==> config.mk <==
export PLATFORM = sky130hd
export DESIGN_NAME = footprint_traversability_check_flat
export DESIGN_NICKNAME = d
export VERILOG_FILES = /design/src/design/ftc_pkg.sv /design/src/design/ftc_if.sv /design/src/design/footprint_traversability_check.sv /design/src/design/ftc_accum.sv /design/src/design/ftc_score.sv /design/src/flat_wrapper.sv
export SDC_FILE = /design/constraint.sdc
export NUM_CORES = 2
export LEC_CHECK = 0
export BUFFER_PORTS_ARGS = -buffer_cell sky130_fd_sc_hd__clkbuf_2
export CORE_MARGIN = 2
export CORE_UTILIZATION = 40
export CTS_CLUSTER_SIZE = 8
export DETAILED_ROUTE_END_ITERATION = 10
export PLACE_DENSITY_LB_ADDON = 0.25
export SLEW_MARGIN = 15
export SYNTH_ARGS = -nofsm -noshare
export SYNTH_HDL_FRONTEND = slang
export SYNTH_SLANG_ARGS = --single-unit
==> constraint.sdc <==
create_clock -name clk -period 21.2 [get_ports clk]
set_clock_uncertainty 0.2 [all_clocks]
set_input_delay 1.06 -clock clk [delete_from_list [all_inputs] [get_ports clk]]
set_output_delay 1.06 -clock clk [all_outputs]
set_load 0.05 [all_outputs]
==> src/design/ftc_pkg.sv <==
// ----------------------------------------------------------------------------
// ftc_pkg: shared types and constants of the footprint traversability check
// Holds the Q1.15 constants, the configuration register indexes, the
// configuration and status structures, and the saturation helper.
// ----------------------------------------------------------------------------
package ftc_pkg;

    // Q1.15 word width and the value 1.0.
    localparam int Q15_W = 16;
    localparam logic [Q15_W-1:0] ONE_Q15 = 16'h8000;

    // Configuration port widths.
    localparam int CFG_IDX_W  = 3;
    localparam int CFG_DATA_W = 17;

    // Configuration register indexes.
    localparam logic [CFG_IDX_W-1:0] CFG_CHECK_ENABLE     = 3'd0;
    localparam logic [CFG_IDX_W-1:0] CFG_ACCEPT_THRESHOLD = 3'd1;
    localparam logic [CFG_IDX_W-1:0] CFG_MIN_WEIGHT       = 3'd2;
    localparam logic [CFG_IDX_W-1:0] CFG_MEAN_WEIGHT      = 3'd3;
    localparam logic [CFG_IDX_W-1:0] CFG_UNKNOWN_VALUE    = 3'd4;
    localparam logic [CFG_IDX_W-1:0] CFG_REJECT_THRESHOLD = 3'd5;

    // Configuration as used by the datapath; unsigned values already saturated.
    typedef struct packed {
        logic                    check_enable;
        logic [Q15_W-1:0]        accept_threshold;
        logic [Q15_W-1:0]        min_weight;
        logic [Q15_W-1:0]        mean_weight;
        logic [Q15_W-1:0]        unknown_value;
        logic signed [Q15_W:0]   reject_threshold;
    } ftc_cfg_t;

    // Footprint status flags kept by the accumulator.
    typedef struct packed {
        logic rejected;
        logic overflowed;
    } ftc_flags_t;

    // One result word.
    typedef struct packed {
        logic accessible;
        logic early_reject;
        logic too_many;
    } ftc_result_t;

    // Clamp a Q1.15 value to 1.0.
    function automatic logic [Q15_W-1:0] sat_q15(input logic [Q15_W-1:0] v);
        sat_q15 = (v > ONE_Q15) ? ONE_Q15 : v;
    endfunction

endpackage

==> src/design/ftc_if.sv <==
// ----------------------------------------------------------------------------
// ftc_if: channel interfaces of the footprint traversability check
// Sample channel, result channel and configuration write channel, each with
// a valid/ready handshake and its payload.
// ----------------------------------------------------------------------------
interface ftc_sample_if;
    logic                     valid;
    logic                     ready;
    logic [ftc_pkg::Q15_W-1:0] sample_value;
    logic                     known;
    logic                     last;
    logic                     func;

    modport source (output valid, output sample_value, output known, output last,
                    output func, input ready);
    modport sink   (input valid, input sample_value, input known, input last,
                    input func, output ready);
endinterface

interface ftc_result_if;
    logic valid;
    logic ready;
    logic accessible;
    logic early_reject;
    logic too_many;

    modport source (output valid, output accessible, output early_reject,
                    output too_many, input ready);
    modport sink   (input valid, input accessible, input early_reject,
                    input too_many, output ready);
endinterface

interface ftc_cfg_if;
    logic                           valid;
    logic                           ready;
    logic [ftc_pkg::CFG_IDX_W-1:0]  index;
    logic [ftc_pkg::CFG_DATA_W-1:0] data;

    modport source (output valid, output index, output data, input ready);
    modport sink   (input valid, input index, input data, output ready);
endinterface

==> src/design/footprint_traversability_check.sv <==
// ----------------------------------------------------------------------------
// footprint_traversability_check: footprint traversability check, top level
// Collects Q1.15 traversability samples of one footprint and scores the
// footprint on its last sample; also answers single-point checks.
//
//   Channel    Dir  Word                                     Handshake
//   sample_ch  in   sample_value, known, last, func           valid/ready
//   result_ch  out  accessible, early_reject, too_many        valid/ready
//   cfg_ch     in   index, data                               valid/ready
//
// A point check or a non-last area sample does not start the score. A last area
// sample holds off the next word until the score is through: its own accepting
// cycle, four steps through the single shared multiplier, one compare, and the
// handoff to the result register, which waits for a free slot. Reset is
// asynchronous, active low, and needs no clearing pass. The result register lets
// a new sample in while a result waits, as long as it is taken in the same cycle;
// otherwise the input and a finished score wait for it. cfg_ch is always ready.
// ----------------------------------------------------------------------------
module footprint_traversability_check #(
    parameter int MAX_SAMPLES = 64
) (
    input  logic         clk,
    input  logic         rst_n,
    ftc_sample_if.sink   sample_ch,
    ftc_result_if.source result_ch,
    ftc_cfg_if.sink      cfg_ch
);
    import ftc_pkg::*;

    localparam int CNT_W = $clog2(MAX_SAMPLES + 1);
    localparam int SUM_W = CNT_W + 15;

    ftc_cfg_t          cfg_reg, cfg_next;
    logic              out_valid_reg, out_valid_next;
    ftc_result_t       out_reg, out_next;
    logic              slot_free;
    logic              sample_fire;
    logic              area_fire;
    logic              point_fire;
    logic [Q15_W-1:0]  value_sat;
    logic [Q15_W-1:0]  point_value;
    logic              score_idle;
    logic              score_done;
    ftc_result_t       score_result;
    logic [CNT_W-1:0]  count;
    logic [SUM_W-1:0]  sum;
    logic [Q15_W-1:0]  minimum;
    ftc_flags_t        flags;

    // Handshake qualifiers.
    assign slot_free       = !out_valid_reg || result_ch.ready;
    assign sample_ch.ready = score_idle && slot_free;
    assign sample_fire     = sample_ch.valid && sample_ch.ready;
    assign area_fire       = sample_fire && !sample_ch.func;
    assign point_fire      = sample_fire && sample_ch.func;
    assign value_sat       = sat_q15(sample_ch.sample_value);
    assign point_value     = sample_ch.known ? value_sat : cfg_reg.unknown_value;
    assign cfg_ch.ready    = 1'b1;

    // Configuration registers; unsigned Q1.15 values are clamped on write.
    always_comb
    begin
        cfg_next = cfg_reg;
        if (cfg_ch.valid)
        begin
            case (cfg_ch.index)
                CFG_CHECK_ENABLE:
                    cfg_next.check_enable = cfg_ch.data[0];
                CFG_ACCEPT_THRESHOLD:
                    cfg_next.accept_threshold = sat_q15(cfg_ch.data[Q15_W-1:0]);
                CFG_MIN_WEIGHT:
                    cfg_next.min_weight = sat_q15(cfg_ch.data[Q15_W-1:0]);
                CFG_MEAN_WEIGHT:
                    cfg_next.mean_weight = sat_q15(cfg_ch.data[Q15_W-1:0]);
                CFG_UNKNOWN_VALUE:
                    cfg_next.unknown_value = sat_q15(cfg_ch.data[Q15_W-1:0]);
                CFG_REJECT_THRESHOLD:
                    cfg_next.reject_threshold = $signed(cfg_ch.data[Q15_W:0]);
                default:
                    cfg_next = cfg_reg;
            endcase
        end
    end

    always_ff @(posedge clk or negedge rst_n)
    begin
        if (!rst_n)
        begin
            cfg_reg.check_enable     <= 1'b1;
            cfg_reg.accept_threshold <= 16'd24576;
            cfg_reg.min_weight       <= 16'd16384;
            cfg_reg.mean_weight      <= 16'd16384;
            cfg_reg.unknown_value    <= ONE_Q15;
            cfg_reg.reject_threshold <= 17'sd16384;
        end
        else
        begin
            cfg_reg <= cfg_next;
        end
    end

    // Footprint accumulator.
    ftc_accum #(
        .MAX_SAMPLES (MAX_SAMPLES),
        .CNT_W       (CNT_W),
        .SUM_W       (SUM_W)
    ) u_accum (
        .clk              (clk),
        .rst_n            (rst_n),
        .absorb           (area_fire),
        .clear            (score_done),
        .sample_value     (value_sat),
        .known            (sample_ch.known),
        .unknown_value    (cfg_reg.unknown_value),
        .reject_threshold (cfg_reg.reject_threshold),
        .count            (count),
        .sum              (sum),
        .minimum          (minimum),
        .flags            (flags)
    );

    // Closing score over the shared multiplier.
    ftc_score #(
        .CNT_W (CNT_W),
        .SUM_W (SUM_W)
    ) u_score (
        .clk       (clk),
        .rst_n     (rst_n),
        .start     (area_fire && sample_ch.last),
        .slot_free (slot_free),
        .cfg       (cfg_reg),
        .count     (count),
        .sum       (sum),
        .minimum   (minimum),
        .flags     (flags),
        .idle      (score_idle),
        .done      (score_done),
        .result    (score_result)
    );

    // Result register: a point check or a finished score loads it.
    always_comb
    begin
        out_valid_next = out_valid_reg;
        out_next       = out_reg;
        if (out_valid_reg && result_ch.ready)
        begin
            out_valid_next = 1'b0;
        end
        if (point_fire)
        begin
            out_valid_next          = 1'b1;
            out_next.accessible     = cfg_reg.check_enable ?
                                      (point_value >= cfg_reg.accept_threshold) : 1'b1;
            out_next.early_reject   = 1'b0;
            out_next.too_many       = 1'b0;
        end
        else if (score_done)
        begin
            out_valid_next = 1'b1;
            out_next       = score_result;
        end
    end

    always_ff @(posedge clk or negedge rst_n)
    begin
        if (!rst_n)
        begin
            out_valid_reg <= 1'b0;
        end
        else
        begin
            out_valid_reg <= out_valid_next;
        end
    end

    always_ff @(posedge clk)
    begin
        out_reg <= out_next;
    end

    assign result_ch.valid        = out_valid_reg;
    assign result_ch.accessible   = out_reg.accessible;
    assign result_ch.early_reject = out_reg.early_reject;
    assign result_ch.too_many     = out_reg.too_many;

endmodule

==> src/design/ftc_accum.sv <==
// ----------------------------------------------------------------------------
// ftc_accum: footprint accumulator
// Keeps the sample count, the value sum, the known minimum and the reject and
// overflow flags of the footprint being collected.
// ----------------------------------------------------------------------------
module ftc_accum #(
    parameter int MAX_SAMPLES = 64,
    parameter int CNT_W       = 7,
    parameter int SUM_W       = 22
) (
    input  logic                        clk,
    input  logic                        rst_n,
    input  logic                        absorb,
    input  logic                        clear,
    input  logic [ftc_pkg::Q15_W-1:0]   sample_value,
    input  logic                        known,
    input  logic [ftc_pkg::Q15_W-1:0]   unknown_value,
    input  logic signed [ftc_pkg::Q15_W:0] reject_threshold,
    output logic [CNT_W-1:0]            count,
    output logic [SUM_W-1:0]            sum,
    output logic [ftc_pkg::Q15_W-1:0]   minimum,
    output ftc_pkg::ftc_flags_t         flags
);
    import ftc_pkg::*;

    localparam logic [CNT_W-1:0] MAX_CNT = CNT_W'(MAX_SAMPLES);

    logic [CNT_W-1:0] count_reg, count_next;
    logic [SUM_W-1:0] sum_reg, sum_next;
    logic [Q15_W-1:0] min_reg, min_next;
    ftc_flags_t       flags_reg, flags_next;
    logic [Q15_W-1:0] add_value;

    assign add_value = known ? sample_value : unknown_value;

    // Absorb one area sample, or return to the empty footprint.
    always_comb
    begin
        count_next = count_reg;
        sum_next   = sum_reg;
        min_next   = min_reg;
        flags_next = flags_reg;
        if (clear)
        begin
            count_next = '0;
            sum_next   = '0;
            min_next   = ONE_Q15;
            flags_next = '0;
        end
        else if (absorb)
        begin
            if (count_reg >= MAX_CNT)
            begin
                flags_next.overflowed = 1'b1;
            end
            else
            begin
                count_next = count_reg + 1'b1;
                sum_next   = sum_reg + SUM_W'(add_value);
                if (known && (sample_value < min_reg))
                begin
                    min_next = sample_value;
                    if ($signed({1'b0, sample_value}) < reject_threshold)
                    begin
                        flags_next.rejected = 1'b1;
                    end
                end
            end
        end
    end

    always_ff @(posedge clk or negedge rst_n)
    begin
        if (!rst_n)
        begin
            count_reg <= '0;
            sum_reg   <= '0;
            min_reg   <= ONE_Q15;
            flags_reg <= '0;
        end
        else
        begin
            count_reg <= count_next;
            sum_reg   <= sum_next;
            min_reg   <= min_next;
            flags_reg <= flags_next;
        end
    end

    assign count   = count_reg;
    assign sum     = sum_reg;
    assign minimum = min_reg;
    assign flags   = flags_reg;

endmodule

==> src/design/ftc_score.sv <==
// ----------------------------------------------------------------------------
// ftc_score: closing score sequencer
// Evaluates min*min_weight*count + sum*mean_weight >= threshold*count*1.0
// with one shared multiplier over four steps and one compare step that also
// needs both flags clear, and holds the result until the result slot is free.
// ----------------------------------------------------------------------------
module ftc_score #(
    parameter int CNT_W = 7,
    parameter int SUM_W = 22
) (
    input  logic                       clk,
    input  logic                       rst_n,
    input  logic                       start,
    input  logic                       slot_free,
    input  ftc_pkg::ftc_cfg_t          cfg,
    input  logic [CNT_W-1:0]           count,
    input  logic [SUM_W-1:0]           sum,
    input  logic [ftc_pkg::Q15_W-1:0]  minimum,
    input  ftc_pkg::ftc_flags_t        flags,
    output logic                       idle,
    output logic                       done,
    output ftc_pkg::ftc_result_t       result
);
    import ftc_pkg::*;

    // Multiplier operand widths: min*weight needs 31 bits, the sum SUM_W.
    localparam int MA_W  = (SUM_W > 31) ? SUM_W : 31;
    localparam int MB_W  = (CNT_W > Q15_W) ? CNT_W : Q15_W;
    localparam int ACC_W = CNT_W + 31;

    typedef enum logic [2:0] {
        S_IDLE,
        S_MIN_W,
        S_MIN_N,
        S_SUM_W,
        S_THR_N,
        S_CMP,
        S_DONE
    } state_t;

    state_t                state_reg, state_next;
    logic [MA_W-1:0]       tmp_reg, tmp_next;
    logic [ACC_W-1:0]      acc_reg, acc_next;
    ftc_result_t           res_reg, res_next;
    logic [MA_W-1:0]       mul_a;
    logic [MB_W-1:0]       mul_b;
    logic [MA_W+MB_W-1:0]  product;
    logic [ACC_W-1:0]      rhs;
    logic                  pass;

    // Operand selection for the shared multiplier.
    always_comb
    begin
        case (state_reg)
            S_MIN_W:
            begin
                mul_a = MA_W'(minimum);
                mul_b = MB_W'(cfg.min_weight);
            end
            S_MIN_N:
            begin
                mul_a = tmp_reg;
                mul_b = MB_W'(count);
            end
            S_SUM_W:
            begin
                mul_a = MA_W'(sum);
                mul_b = MB_W'(cfg.mean_weight);
            end
            S_THR_N:
            begin
                mul_a = MA_W'(cfg.accept_threshold);
                mul_b = MB_W'(count);
            end
            default:
            begin
                mul_a = '0;
                mul_b = '0;
            end
        endcase
    end

    assign product = mul_a * mul_b;

    // The threshold product times 1.0 is a shift by fifteen.
    assign rhs  = ACC_W'({tmp_reg, 15'b0});
    assign pass = (acc_reg >= rhs) && !flags.rejected && !flags.overflowed;

    // Step sequencer.
    always_comb
    begin
        state_next = state_reg;
        tmp_next   = tmp_reg;
        acc_next   = acc_reg;
        res_next   = res_reg;
        case (state_reg)
            S_IDLE:
            begin
                if (start)
                begin
                    state_next = S_MIN_W;
                end
            end
            S_MIN_W:
            begin
                tmp_next   = product[MA_W-1:0];
                state_next = S_MIN_N;
            end
            S_MIN_N:
            begin
                acc_next   = product[ACC_W-1:0];
                state_next = S_SUM_W;
            end
            S_SUM_W:
            begin
                acc_next   = acc_reg + product[ACC_W-1:0];
                state_next = S_THR_N;
            end
            S_THR_N:
            begin
                tmp_next   = product[MA_W-1:0];
                state_next = S_CMP;
            end
            S_CMP:
            begin
                if (cfg.check_enable)
                begin
                    res_next.accessible   = pass;
                    res_next.early_reject = flags.rejected;
                    res_next.too_many     = flags.overflowed;
                end
                else
                begin
                    res_next.accessible   = 1'b1;
                    res_next.early_reject = 1'b0;
                    res_next.too_many     = 1'b0;
                end
                state_next = S_DONE;
            end
            S_DONE:
            begin
                if (slot_free)
                begin
                    state_next = S_IDLE;
                end
            end
            default:
            begin
                state_next = S_IDLE;
            end
        endcase
    end

    // State, intermediate products and the held result.
    always_ff @(posedge clk or negedge rst_n)
    begin
        if (!rst_n)
        begin
            state_reg <= S_IDLE;
            tmp_reg   <= '0;
            acc_reg   <= '0;
            res_reg   <= '0;
        end
        else
        begin
            state_reg <= state_next;
            tmp_reg   <= tmp_next;
            acc_reg   <= acc_next;
            res_reg   <= res_next;
        end
    end

    assign idle   = (state_reg == S_IDLE);
    assign done   = (state_reg == S_DONE) && slot_free;
    assign result = res_reg;

endmodule

==> src/flat_wrapper.sv <==
// flat-port wrapper written by rule: the top's interface ports become plain ports
module footprint_traversability_check_flat import ftc_pkg::*;
#(
    parameter int MAX_SAMPLES = 64
)
  (clk, rst_n, sample_ch_valid, sample_ch_sample_value, sample_ch_known, sample_ch_last, sample_ch_func, sample_ch_ready, result_ch_valid, result_ch_accessible, result_ch_early_reject, result_ch_too_many, result_ch_ready, cfg_ch_valid, cfg_ch_index, cfg_ch_data, cfg_ch_ready);
  ftc_sample_if sample_ch_i ();
  ftc_result_if result_ch_i ();
  ftc_cfg_if cfg_ch_i ();
  input  logic clk;
  input  logic rst_n;
  input wire logic [$bits(sample_ch_i.valid)-1:0] sample_ch_valid;
  input wire logic [$bits(sample_ch_i.sample_value)-1:0] sample_ch_sample_value;
  input wire logic [$bits(sample_ch_i.known)-1:0] sample_ch_known;
  input wire logic [$bits(sample_ch_i.last)-1:0] sample_ch_last;
  input wire logic [$bits(sample_ch_i.func)-1:0] sample_ch_func;
  output wire logic [$bits(sample_ch_i.ready)-1:0] sample_ch_ready;
  output wire logic [$bits(result_ch_i.valid)-1:0] result_ch_valid;
  output wire logic [$bits(result_ch_i.accessible)-1:0] result_ch_accessible;
  output wire logic [$bits(result_ch_i.early_reject)-1:0] result_ch_early_reject;
  output wire logic [$bits(result_ch_i.too_many)-1:0] result_ch_too_many;
  input wire logic [$bits(result_ch_i.ready)-1:0] result_ch_ready;
  input wire logic [$bits(cfg_ch_i.valid)-1:0] cfg_ch_valid;
  input wire logic [$bits(cfg_ch_i.index)-1:0] cfg_ch_index;
  input wire logic [$bits(cfg_ch_i.data)-1:0] cfg_ch_data;
  output wire logic [$bits(cfg_ch_i.ready)-1:0] cfg_ch_ready;
  assign sample_ch_i.valid = sample_ch_valid;
  assign sample_ch_i.sample_value = sample_ch_sample_value;
  assign sample_ch_i.known = sample_ch_known;
  assign sample_ch_i.last = sample_ch_last;
  assign sample_ch_i.func = sample_ch_func;
  assign sample_ch_ready = sample_ch_i.ready;
  assign result_ch_valid = result_ch_i.valid;
  assign result_ch_accessible = result_ch_i.accessible;
  assign result_ch_early_reject = result_ch_i.early_reject;
  assign result_ch_too_many = result_ch_i.too_many;
  assign result_ch_i.ready = result_ch_ready;
  assign cfg_ch_i.valid = cfg_ch_valid;
  assign cfg_ch_i.index = cfg_ch_index;
  assign cfg_ch_i.data = cfg_ch_data;
  assign cfg_ch_ready = cfg_ch_i.ready;
  footprint_traversability_check #(.MAX_SAMPLES(MAX_SAMPLES)) u_core (.clk(clk), .rst_n(rst_n), .sample_ch(sample_ch_i), .result_ch(result_ch_i), .cfg_ch(cfg_ch_i));
endmodule
==> metrics.md <==
| Metric | Value |
|---|---|
| Die footprint | `~70000 um2` |
| Highest routed metal layer | `met4` |
| Die W | `around 260 um` |
| Initial detailed-routing violation count | `approximately 1800` |
| Cell Rows | `95` |
| Most frequent cells in the layout | `nand2_1 (485), inv_1 (481), fa_1 (372)` |
| Post-CTS Hold Fix Bufs | `0` |
| Worst skew pair latency | `roughly 0.60 ns` |
| Clock root buffer | `clkbuf_16` |
| First-pass GRT wire length | `about 130000 um` |
| Clock Tree Buf Depth | `3` |
| Pins over their slew limit | `0` |
| Cell Area, Synth | `between 20000 and 30000 um2` |
| Post-synthesis async set-or-reset flop share | `0.9856` |
| Post-synthesis register bit count | `around 210` |
| Vias per cell | `between 5 and 6` |
| Yosys cell types | `85` |
| Setup Buffers After CTS | `0` |
| Crit path time final | `11.14 ns` |
| Most common cell after layout, fill and taps aside | `nand2_1` |
| Fraction of layout cells with a size suffix above 1 | `0.07427` |
| LEAKAGE | `0.01376 uW` |
| Cells after DPL | `3988` |
| Worst-path fanout max | `66` |
| Final Instance Area | `around 29000 um2` |
| Required @ worst endpoint | `21.47 ns` |
| GR Overflow Total | `0` |
| Post-route setup slack | `approximately 10 ns` |
| RD Place Congestion | `slightly above 0.9` |
| Wl on met1 | `38410 um` |
| Final #Nets | `between 3000 and 4000` |
| Avg Cell Area, Syn | `8.701 um2` |
| Clk sinks | `roughly 210` |
| Chip height | `~260 um` |
| Outcome | `completed` |
| Post-synth EDFFs | `1` |
| CTS tree | `yes` |
| Filler cells | `6760` |
| Initial Util | `0.4038` |
| Gate Count Post-Synth | `around 3100` |
| Top FF cell, synth | `dfrtp_1` |
| CP max-delay cell | `o21ai_2` |
| Initial antenna violation count | `1` |
| RSZ-0062 raised after global routing | `no` |
| Peak supply drop | `between 0.07 and 0.08 mV` |
| Buffers on Ports | `48` |
| Worst Hold Class | `in -> async` |
| DRT Pass-1 Iters | `6` |
| Final non-filler cell total | `about 4000` |
| Crit. End Element | `flip-flop` |
| Crit path kind | `reg -> reg` |
| PD cells | `93.77 nW/um2` |
| Tightest hold margin | `approximately 0.25 ns` |
| Fin. Hold Viols | `0` |
| Area Overhead vs Synth | `8.440%` |
| Most common cell on crit path | `fa_1` |
| Sequential element share of the synthesized area | `0.1925` |
| Crit-path max cell delay | `between 0.9 and 1 ns` |
| Clock slew at reported path FFs | `roughly 0.06 ns` |
| Final worst-path cycle share | `0.5255` |
| Post-DP HPWL | `66830 um` |
| Pin count of the biggest net entering global routing | `94` |
| Wire length per cell | `between 20 and 25 um` |
| DR WL met2 | `~37000 um` |
| Core Region | `about 67000 um2` |
| Drt total wl | `about 84000 um` |
| Finish-stage setup viols | `0` |
| Sequential cell area | `between 5000 and 6000 um2` |
| Synth warnings | `0` |
| Max Clk Rate | `89.77 MHz` |
| Post-route ant nets | `0` |
| Vias in the first global route | `22499` |
| Area after DPL | `between 20000 and 30000 um2` |
| Pre-CTS setup slack | `around 10 ns` |
| Number of remaining DRC errors | `0` |
| Area of the multi-input gates | `19740 um2` |
| Worst Path Arrival | `11.41 ns` |
| Setup TNS | `0 ns` |
| Post-CTS resize count | `0` |
| Detailed route wirelength on metal3 | `around 6400 um` |
| DR vias | `between 20000 and 25000` |
| Max cap viols | `0` |
| I/O pin cnt | `50` |
| Max FFs per register | `a little over 80` |
| Slew headroom | `0.2259` |
| # H-tree levels | `1` |
| Slew @ Worst Pin | `approximately 1.1 ns` |
| CP Launch Type | `flip-flop` |
| CTS buffer count | `30` |
| Overall Global Routing Usage | `0.2483` |
[routing by layer]
layer | vias up | global-route usage
li1 | 10108 | -
met1 | 10856 | 0.3632
met2 | 796 | 0.3855
met3 | 135 | 0.03440
met4 | 0 | 0.06680
met5 | - | 0
[layout make-up]
type / instances / area share
antenna: 1 / 0.00008525
clock buffer: 47 / 0.02809
clock inverter: 2 / 0.001193
inverter: 482 / 0.06163
multi-input combinational: 2325 / 0.6723
sequential: 208 / 0.1777
tap: 873 / 0.03721
timing repair buffer: 100 / 0.02182
[synthesized netlist by cell type, types with 19 or more instances]
library cell	n	area, um2
dfrtp_1	197	4930
nand3_1	59	295.3
nor3_1	49	245.2
and3_1	26	162.7
a21oi_1	95	475.5
nor2b_1	27	168.9
inv_1	481	1805
o21ai_1	23	115.1
ha_1	205	2565
nand4_1	19	118.9
fa_1	372	7447
clkbuf_1	113	424.2
nand2b_1	32	200.2
a31oi_1	19	118.9
o21ai_0	198	991.0
xnor2_1	63	551.8
o21a_1	29	217.7
a21o_1	42	315.3
mux2i_1	43	430.4
xor2_1	27	236.5
nor2_1	225	844.6
nand2_1	486	1824
mux2_2	53	596.8
[worst max-delay path: cells and delay by family, from the launching register on]
| kind | cells | cell delay (ns) |
|---|---|---|
| simple gates | 8 | 1.52 |
| buf+inv | 7 | 1.34 |
| fa+ha+maj | 8 | 3.83 |
| compound gates | 12 | 3.29 |
| flops | 1 | 0.56 |
| xor+xnor | 1 | 0.20 |
[where the power goes]
part           leakage (uW)  total (uW)  switching (uW)  internal, uW
clock              0.000411         448             185           263
sequential          0.00270         620             109           511
combinational        0.0107        1680            1090           593
total                0.0138        2750            1390          1370
[final timing paths]
path | slack, ns | cells after the start | startpoint | to
worst max-delay path | 10.06 | 36 | u_core.u_score.state_reg[0] | u_core.u_score.acc_reg[37]
worst max register to register | 10.06 | 36 | u_core.u_score.state_reg[0] | u_core.u_score.acc_reg[37]
max in group asynchronous | 19.15 | 2 | rst_n | u_core.u_score.tmp_reg[25]
worst min-delay path | 0.25 | 1 | rst_n | u_core.u_accum.flags[1]
min in group clk | 0.26 | 2 | u_core.result_ch.early_reject | u_core.result_ch.early_reject
worst min register to register | 0.26 | 2 | u_core.result_ch.early_reject | u_core.result_ch.early_reject
[through the flow]
stage                       util  power [uW]
after global placement    0.4250        2262
after detailed placement  0.4250        2269
after global routing      0.4378        2965
final                     0.4379        2753
after floorplan                -        1740
after CTS                 0.4378        2732
[cells by family (layout without fill, tap and decap cells)]
family          Yosys count  in the layout  share of synthesized area
mux                     102            102                    0.04044
flops                   208            208                     0.1925
fa+ha+maj               577            577                     0.3699
xor+xnor                 90             90                    0.02912
other cells               2             38                  0.0002774
compound gates          528            528                     0.1220
simple gates            991            991                     0.1605
buf+inv                 613            631                    0.08537
(Power assumes the default switching activity.)
